===== config.mk =====
export PLATFORM = sky130hd
export DESIGN_NAME = binary_to_decimal_ascii_core
export DESIGN_NICKNAME = d
export VERILOG_FILES = /design/src/design/b2d_pkg.sv /design/src/design/b2d_front.sv /design/src/design/b2d_back.sv /design/src/design/binary_to_decimal_ascii_core.sv
export VERILOG_INCLUDE_DIRS = /design/src /design/src/design
export SDC_FILE = /design/constraint.sdc
export NUM_CORES = 1
export LEC_CHECK = 0
export ABC_AREA = 1
export BUFFER_PORTS_ARGS = -buffer_cell sky130_fd_sc_hd__buf_4
export CAP_MARGIN = 40
export CORE_ASPECT_RATIO = 0.75
export CORE_MARGIN = 3
export CORE_UTILIZATION = 58
export DETAILED_ROUTE_END_ITERATION = 7
export GPL_TIMING_DRIVEN = 0
export PLACE_DENSITY_LB_ADDON = 0.12
export SYNTH_ARGS = -nofsm -noshare
export SYNTH_HDL_FRONTEND = slang
export SYNTH_HIERARCHICAL = 1
export SYNTH_SLANG_ARGS = --single-unit

===== constraint.sdc =====
create_clock -name clock -period 3.9 [get_ports clock]
set_input_delay 0 -clock clock [delete_from_list [all_inputs] [get_ports clock]]
set_output_delay 0 -clock clock [all_outputs]
set_load 0.05 [all_outputs]

===== src/design/binary_to_decimal_ascii_core_defines.svh =====
// Assertion macros shared by the converter modules.
`ifndef BINARY_TO_DECIMAL_ASCII_CORE_DEFINES_SVH
`define BINARY_TO_DECIMAL_ASCII_CORE_DEFINES_SVH
`ifndef SYNTHESIS
`define B2D_ASSERT(label, clk, rst, prop, msg) \
   label: assert property (@(posedge clk) disable iff (rst) (prop)) else $error(msg);
`define B2D_ASSERT_NEXT(label, clk, rst, cond, prop, msg) \
   label: assert property (@(posedge clk) disable iff (rst) (cond) |=> (prop)) else $error(msg);
`else
`define B2D_ASSERT(label, clk, rst, prop, msg)
`define B2D_ASSERT_NEXT(label, clk, rst, cond, prop, msg)
`endif
`endif


===== src/design/b2d_pkg.sv =====
package b2d_pkg;
   localparam int unsigned MaxDigits = 20;
   localparam int unsigned QueueDepth = 2;
   localparam logic [6:0] AsciiZero = 7'd48;
   localparam logic [6:0] AsciiMinus = 7'd45;

   typedef struct packed {
      logic [63:0] value_bits;
      logic        signed_mode;
   } req_type;

   typedef struct packed {
      logic [6:0] text_char;
      logic [4:0] text_length;
      logic       is_last;
   } rsp_type;

   // Classified work item handed from front to back.
   typedef struct packed {
      logic [63:0] mag;
      logic        neg;
   } job_type;

   typedef enum logic [1:0] {
      ST_IDLE,
      ST_CONV,
      ST_EMIT
   } back_state_type;
endpackage


===== src/design/b2d_front.sv =====
module b2d_front (
   input  logic              clock,
   input  logic              reset,
   input  logic              req_valid,
   output logic              req_ready,
   input  b2d_pkg::req_type  req_data,
   output logic              job_valid,
   input  logic              job_ready,
   output b2d_pkg::job_type  job_data
);
   import b2d_pkg::*;
   `include "binary_to_decimal_ascii_core_defines.svh"

   localparam int unsigned PtrW = $clog2(QueueDepth);

   job_type             mem_ff [QueueDepth];
   logic [PtrW-1:0]     wr_ff, wr_in, rd_ff, rd_in;
   logic [PtrW:0]       cnt_ff, cnt_in;
   job_type             job;
   logic                push, pop;

   always_comb begin
      job.neg = req_data.signed_mode & req_data.value_bits[63];
      job.mag = job.neg ? (~req_data.value_bits + 64'd1) : req_data.value_bits;
   end

   assign req_ready = (cnt_ff != (PtrW+1)'(QueueDepth));
   assign job_valid = (cnt_ff != '0);
   assign job_data  = mem_ff[rd_ff];
   assign push = req_valid & req_ready;
   assign pop  = job_valid & job_ready;

   always_comb begin
      wr_in  = push ? PtrW'((wr_ff + 1'b1) % QueueDepth) : wr_ff;
      rd_in  = pop  ? PtrW'((rd_ff + 1'b1) % QueueDepth) : rd_ff;
      cnt_in = cnt_ff + (PtrW+1)'(push) - (PtrW+1)'(pop);
   end

   always_ff @(posedge clock) begin
      if (reset) begin
         wr_ff  <= '0;
         rd_ff  <= '0;
         cnt_ff <= '0;
      end else begin
         wr_ff  <= wr_in;
         rd_ff  <= rd_in;
         cnt_ff <= cnt_in;
      end
      if (push) begin
         mem_ff[wr_ff] <= job;
      end
   end

   `B2D_ASSERT(a_cnt_bound, clock, reset, cnt_ff <= (PtrW+1)'(QueueDepth), "queue overfilled")
   `B2D_ASSERT_NEXT(a_push_only, clock, reset, push && !pop, cnt_ff == $past(cnt_ff) + 1'b1,
      "count did not follow push")
   `B2D_ASSERT_NEXT(a_pop_only, clock, reset, pop && !push, cnt_ff == $past(cnt_ff) - 1'b1,
      "count did not follow pop")
endmodule


===== src/design/b2d_back.sv =====
module b2d_back (
   input  logic              clock,
   input  logic              reset,
   input  logic              job_valid,
   output logic              job_ready,
   input  b2d_pkg::job_type  job_data,
   output logic              rsp_valid,
   input  logic              rsp_ready,
   output b2d_pkg::rsp_type  rsp_data
);
   import b2d_pkg::*;
   `include "binary_to_decimal_ascii_core_defines.svh"

   localparam int unsigned IdxW = $clog2(MaxDigits + 1);
   localparam int unsigned BitsPerStep = 4;
   localparam int unsigned Steps = 64 / BitsPerStep;
   localparam int unsigned StepW = $clog2(Steps);
   localparam int unsigned BcdW = 4 * MaxDigits;

   back_state_type      state_ff, state_in;
   logic [63:0]         bin_ff, bin_in, bin_step;
   logic [BcdW-1:0]     bcd_ff, bcd_in, bcd_step;
   logic [StepW-1:0]    step_ff, step_in;
   logic [IdxW-1:0]     ndig;
   logic [IdxW-1:0]     pos_ff, pos_in;
   logic                neg_ff, neg_in;
   logic                sign_ff, sign_in;
   logic                fire;
   logic [4:0]          tot_len;
   logic [IdxW-1:0]     rd_idx;
   logic [3:0]          dig;

   // Shift-and-add-3 conversion to packed decimal, four input bits per cycle.
   always_comb begin
      logic [BcdW-1:0] b;
      logic [63:0]     s;
      b = bcd_ff;
      s = bin_ff;
      for (int k = 0; k < BitsPerStep; k++) begin
         for (int d = 0; d < MaxDigits; d++) begin
            if (b[4*d +: 4] >= 4'd5) b[4*d +: 4] = b[4*d +: 4] + 4'd3;
         end
         b = {b[BcdW-2:0], s[63]};
         s = {s[62:0], 1'b0};
      end
      bcd_step = b;
      bin_step = s;
   end

   // The digit count is set by the most significant nonzero digit, at least one.
   always_comb begin
      ndig = IdxW'(1);
      for (int d = 1; d < MaxDigits; d++) begin
         if (bcd_ff[4*d +: 4] != 4'd0) ndig = IdxW'(d + 1);
      end
   end

   assign fire    = rsp_valid & rsp_ready;
   assign tot_len = 5'(ndig) + 5'(neg_ff);
   assign rd_idx  = ndig - 1'b1 - pos_ff;
   assign dig     = bcd_ff[{rd_idx, 2'b00} +: 4];

   always_comb begin
      state_in = state_ff;
      case (state_ff)
         ST_IDLE: if (job_valid) state_in = ST_CONV;
         ST_CONV: if (step_ff == StepW'(Steps - 1)) state_in = ST_EMIT;
         ST_EMIT: if (fire && !sign_ff && pos_ff == ndig - 1'b1) state_in = ST_IDLE;
         default: state_in = ST_IDLE;
      endcase
   end

   always_comb begin
      job_ready = 1'b0;
      bin_in    = bin_ff;
      bcd_in    = bcd_ff;
      step_in   = step_ff;
      pos_in    = pos_ff;
      neg_in    = neg_ff;
      sign_in   = sign_ff;
      rsp_valid = 1'b0;
      case (state_ff)
         ST_IDLE: begin
            job_ready = 1'b1;
            bin_in    = job_data.mag;
            bcd_in    = '0;
            step_in   = '0;
            neg_in    = job_data.neg;
            sign_in   = job_data.neg;
            pos_in    = '0;
         end
         ST_CONV: begin
            bin_in  = bin_step;
            bcd_in  = bcd_step;
            step_in = step_ff + 1'b1;
         end
         ST_EMIT: begin
            rsp_valid = 1'b1;
            if (fire) begin
               if (sign_ff) sign_in = 1'b0;
               else pos_in = pos_ff + 1'b1;
            end
         end
         default: ;
      endcase
   end

   always_comb begin
      rsp_data.text_length = tot_len;
      rsp_data.text_char   = sign_ff ? AsciiMinus : AsciiZero + 7'(dig);
      rsp_data.is_last     = !sign_ff && (pos_ff == ndig - 1'b1);
   end

   always_ff @(posedge clock) begin
      if (reset) begin
         state_ff <= ST_IDLE;
      end else begin
         state_ff <= state_in;
      end
      bin_ff  <= bin_in;
      bcd_ff  <= bcd_in;
      step_ff <= step_in;
      pos_ff  <= pos_in;
      neg_ff  <= neg_in;
      sign_ff <= sign_in;
   end

   `B2D_ASSERT(a_valid_emit, clock, reset, rsp_valid == (state_ff == ST_EMIT), "valid off state")
   `B2D_ASSERT(a_len_range, clock, reset, !rsp_valid || (tot_len >= 5'd1 && tot_len <= 5'd21),
      "length out of range")
   `B2D_ASSERT_NEXT(a_last_idle, clock, reset, fire && rsp_data.is_last, state_ff == ST_IDLE,
      "no return to idle after last beat")
endmodule


===== src/design/binary_to_decimal_ascii_core.sv =====
// Channel | Dir | Payload                                    | Handshake
// req     | in  | value_bits[63:0], signed_mode              | req_valid / req_ready
// rsp     | out | text_char[6:0], text_length[4:0], is_last  | rsp_valid / rsp_ready
// The front splits sign and magnitude combinationally and stores the job in a two-entry queue.
// The back takes a job while idle, converts it four bits at a time, then sends one
// beat per character while rsp_ready stays high, and takes no new job until the
// last character of a number is sent.
// A low rsp_ready stalls only the back; req_ready drops once the queue holds two jobs.
// Synchronous active-high reset empties the queue and idles the back unit.
module binary_to_decimal_ascii_core (
   input  logic              clock,
   input  logic              reset,
   input  logic              req_valid,
   output logic              req_ready,
   input  b2d_pkg::req_type  req_data,
   output logic              rsp_valid,
   input  logic              rsp_ready,
   output b2d_pkg::rsp_type  rsp_data
);
   import b2d_pkg::*;

   logic    job_valid, job_ready;
   job_type job_data;

   b2d_front u_front (
      .clock, .reset, .req_valid, .req_ready, .req_data,
      .job_valid, .job_ready, .job_data
   );

   b2d_back u_back (
      .clock, .reset, .job_valid, .job_ready, .job_data,
      .rsp_valid, .rsp_ready, .rsp_data
   );
endmodule

==> flow_summary_export.csv <==
group,metric,value,unit
run_status,outcome,"finished, violations left",
run_status,violations,"setup timing",
placement,dp.final_hpwl,48400,microns
cells_and_area,fin_area,30020,sq um
logic_synthesis,ys_seq_area_share,37.13,%
job,cap_violations,0,
worst_hold_path,hp-class,"input pin to flop",
timing,relSlewSlack,37.11,%
setup_path,timing.rr.start,"u_back/bcd_ff[40]",
floorplanning,start_util,59.08,%
clock_network,cts-root-buf,"clkbuf_16",
route,route.met2.wl,33700,microns
floorplanning,die_w,238.1,microns
logic_synthesis,synth.avg_cell_area,7.603,sq um
setup_path,cp-endpoint,"rsp_data[9]",
timing,finalHoldViolCount,0,
logic_synthesis,synth_area,23420,sq um
route,drc_errors,0,
clock_network,cts.htree.levels,1,
floorplanning,fp-row-count,63,
setup_path,cp_max_fo,6,
timing,postLayoutSetupSlackWorst,-1.094,ns
logic_synthesis,synth-seq-cells,292,
grt,grt_pass1_vias,21833,
logic_synthesis,synth_ff_type,"edfxtp_1",
clock_network,path_clk_slew,0.06,ns
placement,place_area,25010,sq um
placement,gp_congestion,0.9508,
setup_path,worstPathArrival,4.99,ns
setup_path,critPathCaptureType,"output port",
logic_synthesis,synth_fp_nets,3332,
timing,period_minus_slack,4.994,ns
logic_synthesis,yosysUniqueCellTypes,49,
setup_path,r2r_setup_slack,-0.56,ns
route,wl_per_cell,17.68,microns
logic_synthesis,yosys_warnings,6,
route,vias,22609,
clock_network,clockBufferDepth,3,
grt,grt_pass1_wl,108400,microns
grt,grt_max_degree,39,
logic_synthesis,synth_edf_count,285,
logic_synthesis,synthArstFlopShare,0,%
logic_synthesis,netlist_instances,3081,
setup_path,crit_required,3.90,ns
timing,fmax,200.3,MHz
grt,grt_overflow,0,
cells_and_area,area_delta_synth_final,28.17,%
floorplanning,die_h,180.0,microns
setup_path,critPathLaunch,"u_back/bcd_ff[16]",
route,dr_wl_met3,5251,microns
clock_network,numCtsBuffers,31,
route,maxUsedRoutingLayer,"met4",
floorplanning,die_area,42860,sq um
timing,worst_slew_pin_slew,0.9434,ns
setup_path,rr_endpoint,"u_back/bcd_ff[56]",
timing,finClkSkew,0.01220,ns
setup_path,ff2ff_path_depth,29,
clock_network,tritoncts,"done",
timing,rsz0062_at_grt,"yes",
route,firstDrtPassIters,7,
cells_and_area,final_cells,4009,
floorplanning,core_area,39650,sq um
cells_and_area,utilization,75.72,%
grt,track_usage,31.07,%
cells_and_area,insertedDiodeCount,0,
setup_path,critical_path_class,"flop to output port",
grt,antenna_found_initial,0,
clock_network,clock_latency,0.59,ns
clock_network,numClockSinks,292,
placement,place_inst,3696,
route,routed_via_density,5.640,
placement,portBuffers,81,
route,postRouteAntennaNets,0,
setup_path,cp-start-kind,"flop",
timing,drv_slew,0,
cells_and_area,drive_above_1_share,25.22,%
worst_hold_path,min_from,"req_data[64]",
floorplanning,ios,84,
timing,finalSetupViolCount,64,
cells_and_area,fillCellCount,2727,
timing,period_share,128.0,%
route,wl_met1,29150,microns
route,drt_iter0_drc,2211,
route,wirelength,70890,microns
cells_and_area,layout.nets,3716,
==> what timing repair did <==
item,in CTS,in global routing
buffers inserted,135,54
hold endpoints to repair,136,0
gates resized for setup,272,195
pin swaps,95,69
hold buffers,69,0
gates cloned,1,0
setup endpoints to repair,81,83
==> area by class of cell <==
cell class	instances	area, sq um	area share [%]
clock buffer	31	775.7	2.584
clock inverter	26	365.4	1.217
tap	520	650.6	2.167
multi-input combinational	2278	14450	48.14
inverter	458	1738	5.789
buffer	52	280.3	0.9336
sequential	292	8700	28.98
timing repair buffer	352	3060	10.19
==> per-stage QoR <==
step	worst slack, ns	setup TNS (ns)	hold slack (ns)
after global placement	-1.079	-47.96	0.2146
after detailed placement	-1.122	-26.06	0.2155
final	-1.094	-17.17	0.1490
after CTS	-0.7154	-12.68	0.1219
after floorplan	-0.1521	-0.5741	0.06907
after global routing	-1.489	-38.14	0.1689
==> layer usage <==
| layer | track usage, % | vias to the layer above |
|---|---|---|
| li1 | - | 10774 |
| met4 | 9.403 | 0 |
| met5 | 0 | - |
| met1 | 40.92 | 10684 |
| met3 | 4.100 | 206 |
| met2 | 53.72 | 945 |
==> cell usage after synthesis, types with 4 or more instances <==
| master | n | area share [%] |
|---|---|---|
| buf_2 | 10 | 0.21 |
| or2_2 | 29 | 0.77 |
| a21oi_2 | 5 | 0.19 |
| o21ai_1 | 44 | 0.94 |
| nor2_4 | 6 | 0.29 |
| and2_1 | 19 | 0.51 |
| nand2_1 | 840 | 13 |
| o21ai_4 | 5 | 0.35 |
| nand3b_1 | 11 | 0.35 |
| o21bai_1 | 4 | 0.13 |
| xor2_2 | 7 | 0.49 |
| nand2_2 | 22 | 0.59 |
| a211oi_1 | 7 | 0.22 |
| xor2_1 | 68 | 2.5 |
| o21ai_2 | 37 | 1.4 |
| nand4_1 | 29 | 0.77 |
| nand3_2 | 14 | 0.60 |
| inv_1 | 450 | 7.2 |
| inv_2 | 8 | 0.13 |
| xnor2_1 | 23 | 0.86 |
| o211ai_1 | 10 | 0.32 |
| nor2_2 | 8 | 0.21 |
| or2_1 | 7 | 0.19 |
| o21ai_0 | 162 | 3.5 |
| mux2_2 | 65 | 3.1 |
| a31oi_1 | 12 | 0.32 |
| dfxtp_1 | 7 | 0.60 |
| nor2_1 | 307 | 4.9 |
| nor3_1 | 11 | 0.24 |
| ha_1 | 181 | 9.7 |
| a21oi_1 | 153 | 3.3 |
| clkbuf_1 | 37 | 0.59 |
| nand3_1 | 175 | 3.7 |
| edfxtp_1 | 285 | 37 |
==> cells in the final DEF (no fill, tap or decap), types with 12 or more instances in the layout <==
| master | instances |
|---|---|
| buf_4 | 254 |
| or2_2 | 23 |
| a21oi_2 | 25 |
| nand3_2 | 23 |
| a21oi_1 | 131 |
| nor2_2 | 18 |
| clkbuf_16 | 31 |
| nor2_1 | 289 |
| ha_2 | 26 |
| ha_1 | 136 |
| nand2_1 | 780 |
| xnor2_1 | 19 |
| and2_1 | 17 |
| ha_4 | 19 |
| nand2_2 | 63 |
| buf_6 | 20 |
| xor2_4 | 21 |
| dlygate4sd3_1 | 69 |
| xor2_1 | 30 |
| a31oi_1 | 12 |
| nand2_4 | 20 |
| o21ai_2 | 62 |
| nand3_1 | 155 |
| mux2_2 | 65 |
| o21ai_1 | 57 |
| o21ai_0 | 121 |
| nor2_4 | 14 |
| clkbuf_1 | 27 |
| inv_1 | 382 |
| xor2_2 | 24 |
| inv_2 | 71 |
| nand4_1 | 29 |
| edfxtp_1 | 285 |
==> logic make-up (layout without fill, tap and decap cells) <==
| kind of cell | count (synthesis) | count (layout) | synth area share [%] |
|---|---|---|---|
| AND/OR/NAND/NOR | 1484 | 1484 | 26.83 |
| flip-flops | 292 | 292 | 37.13 |
| other | 2 | 2 | 0.03206 |
| XOR/XNOR | 98 | 98 | 3.889 |
| multiplexers | 65 | 65 | 3.125 |
| adder cells (fa/ha/maj) | 182 | 182 | 9.754 |
| buffers and inverters | 511 | 919 | 8.354 |
| AO/OA/AOI/OAI | 447 | 447 | 10.88 |
==> worst min path at each step <==
stage                           endpoint  cells after the start
floorplan             u_back/state_ff[0]                      1
global placement    u_front/mem_ff[0][1]                      1
detailed placement  u_front/mem_ff[0][1]                      1
CTS                 u_front/mem_ff[1][9]                      5
global route        u_front/mem_ff[0][9]                      5
finish              u_front/mem_ff[0][9]                      5
==> worst max-delay path, stage by stage, from the launching register on <==
cell and delay, ns:
edfxtp_1 0.42, inv_2 0.11, ha_2 0.21, nand2_2 0.08, nor2_2 0.15, nand2_1 0.11
a31oi_1 0.15, nor2_1 0.06, nor2_1 0.27, nor2_2 0.08, o21bai_1 0.17, nand3_1 0.11
nand3_2 0.11, nand2_1 0.11, ha_4 0.27, fa_1 0.48, buf_8 0.16, buf_4 0.16
a21oi_1 0.14, o21ai_1 0.20, a21oi_2 0.29, a211oi_4 0.07, a31oi_1 0.16, nand2_1 0.09
nand3_2 0.09, buf_8 0.15
==> flip-flops by register name, summed over array words and instances, names as in the netlist, named ones only <==
signal / cells
u_back/step_ff: 4
u_back/bcd_ff: 80
u_front/rd_ff: 1
u_front/mem_ff: 130
u_back/sign_ff: 1
u_back/pos_ff: 5
u_back/bin_ff: 64
u_back/neg_ff: 1
u_front/cnt_ff: 2
u_front/wr_ff: 1
u_back/state_ff: 2
Power is left out: the tool's default activity adds up to more than one toggle a clock period on the data nets, which glitch-free logic cannot reach.
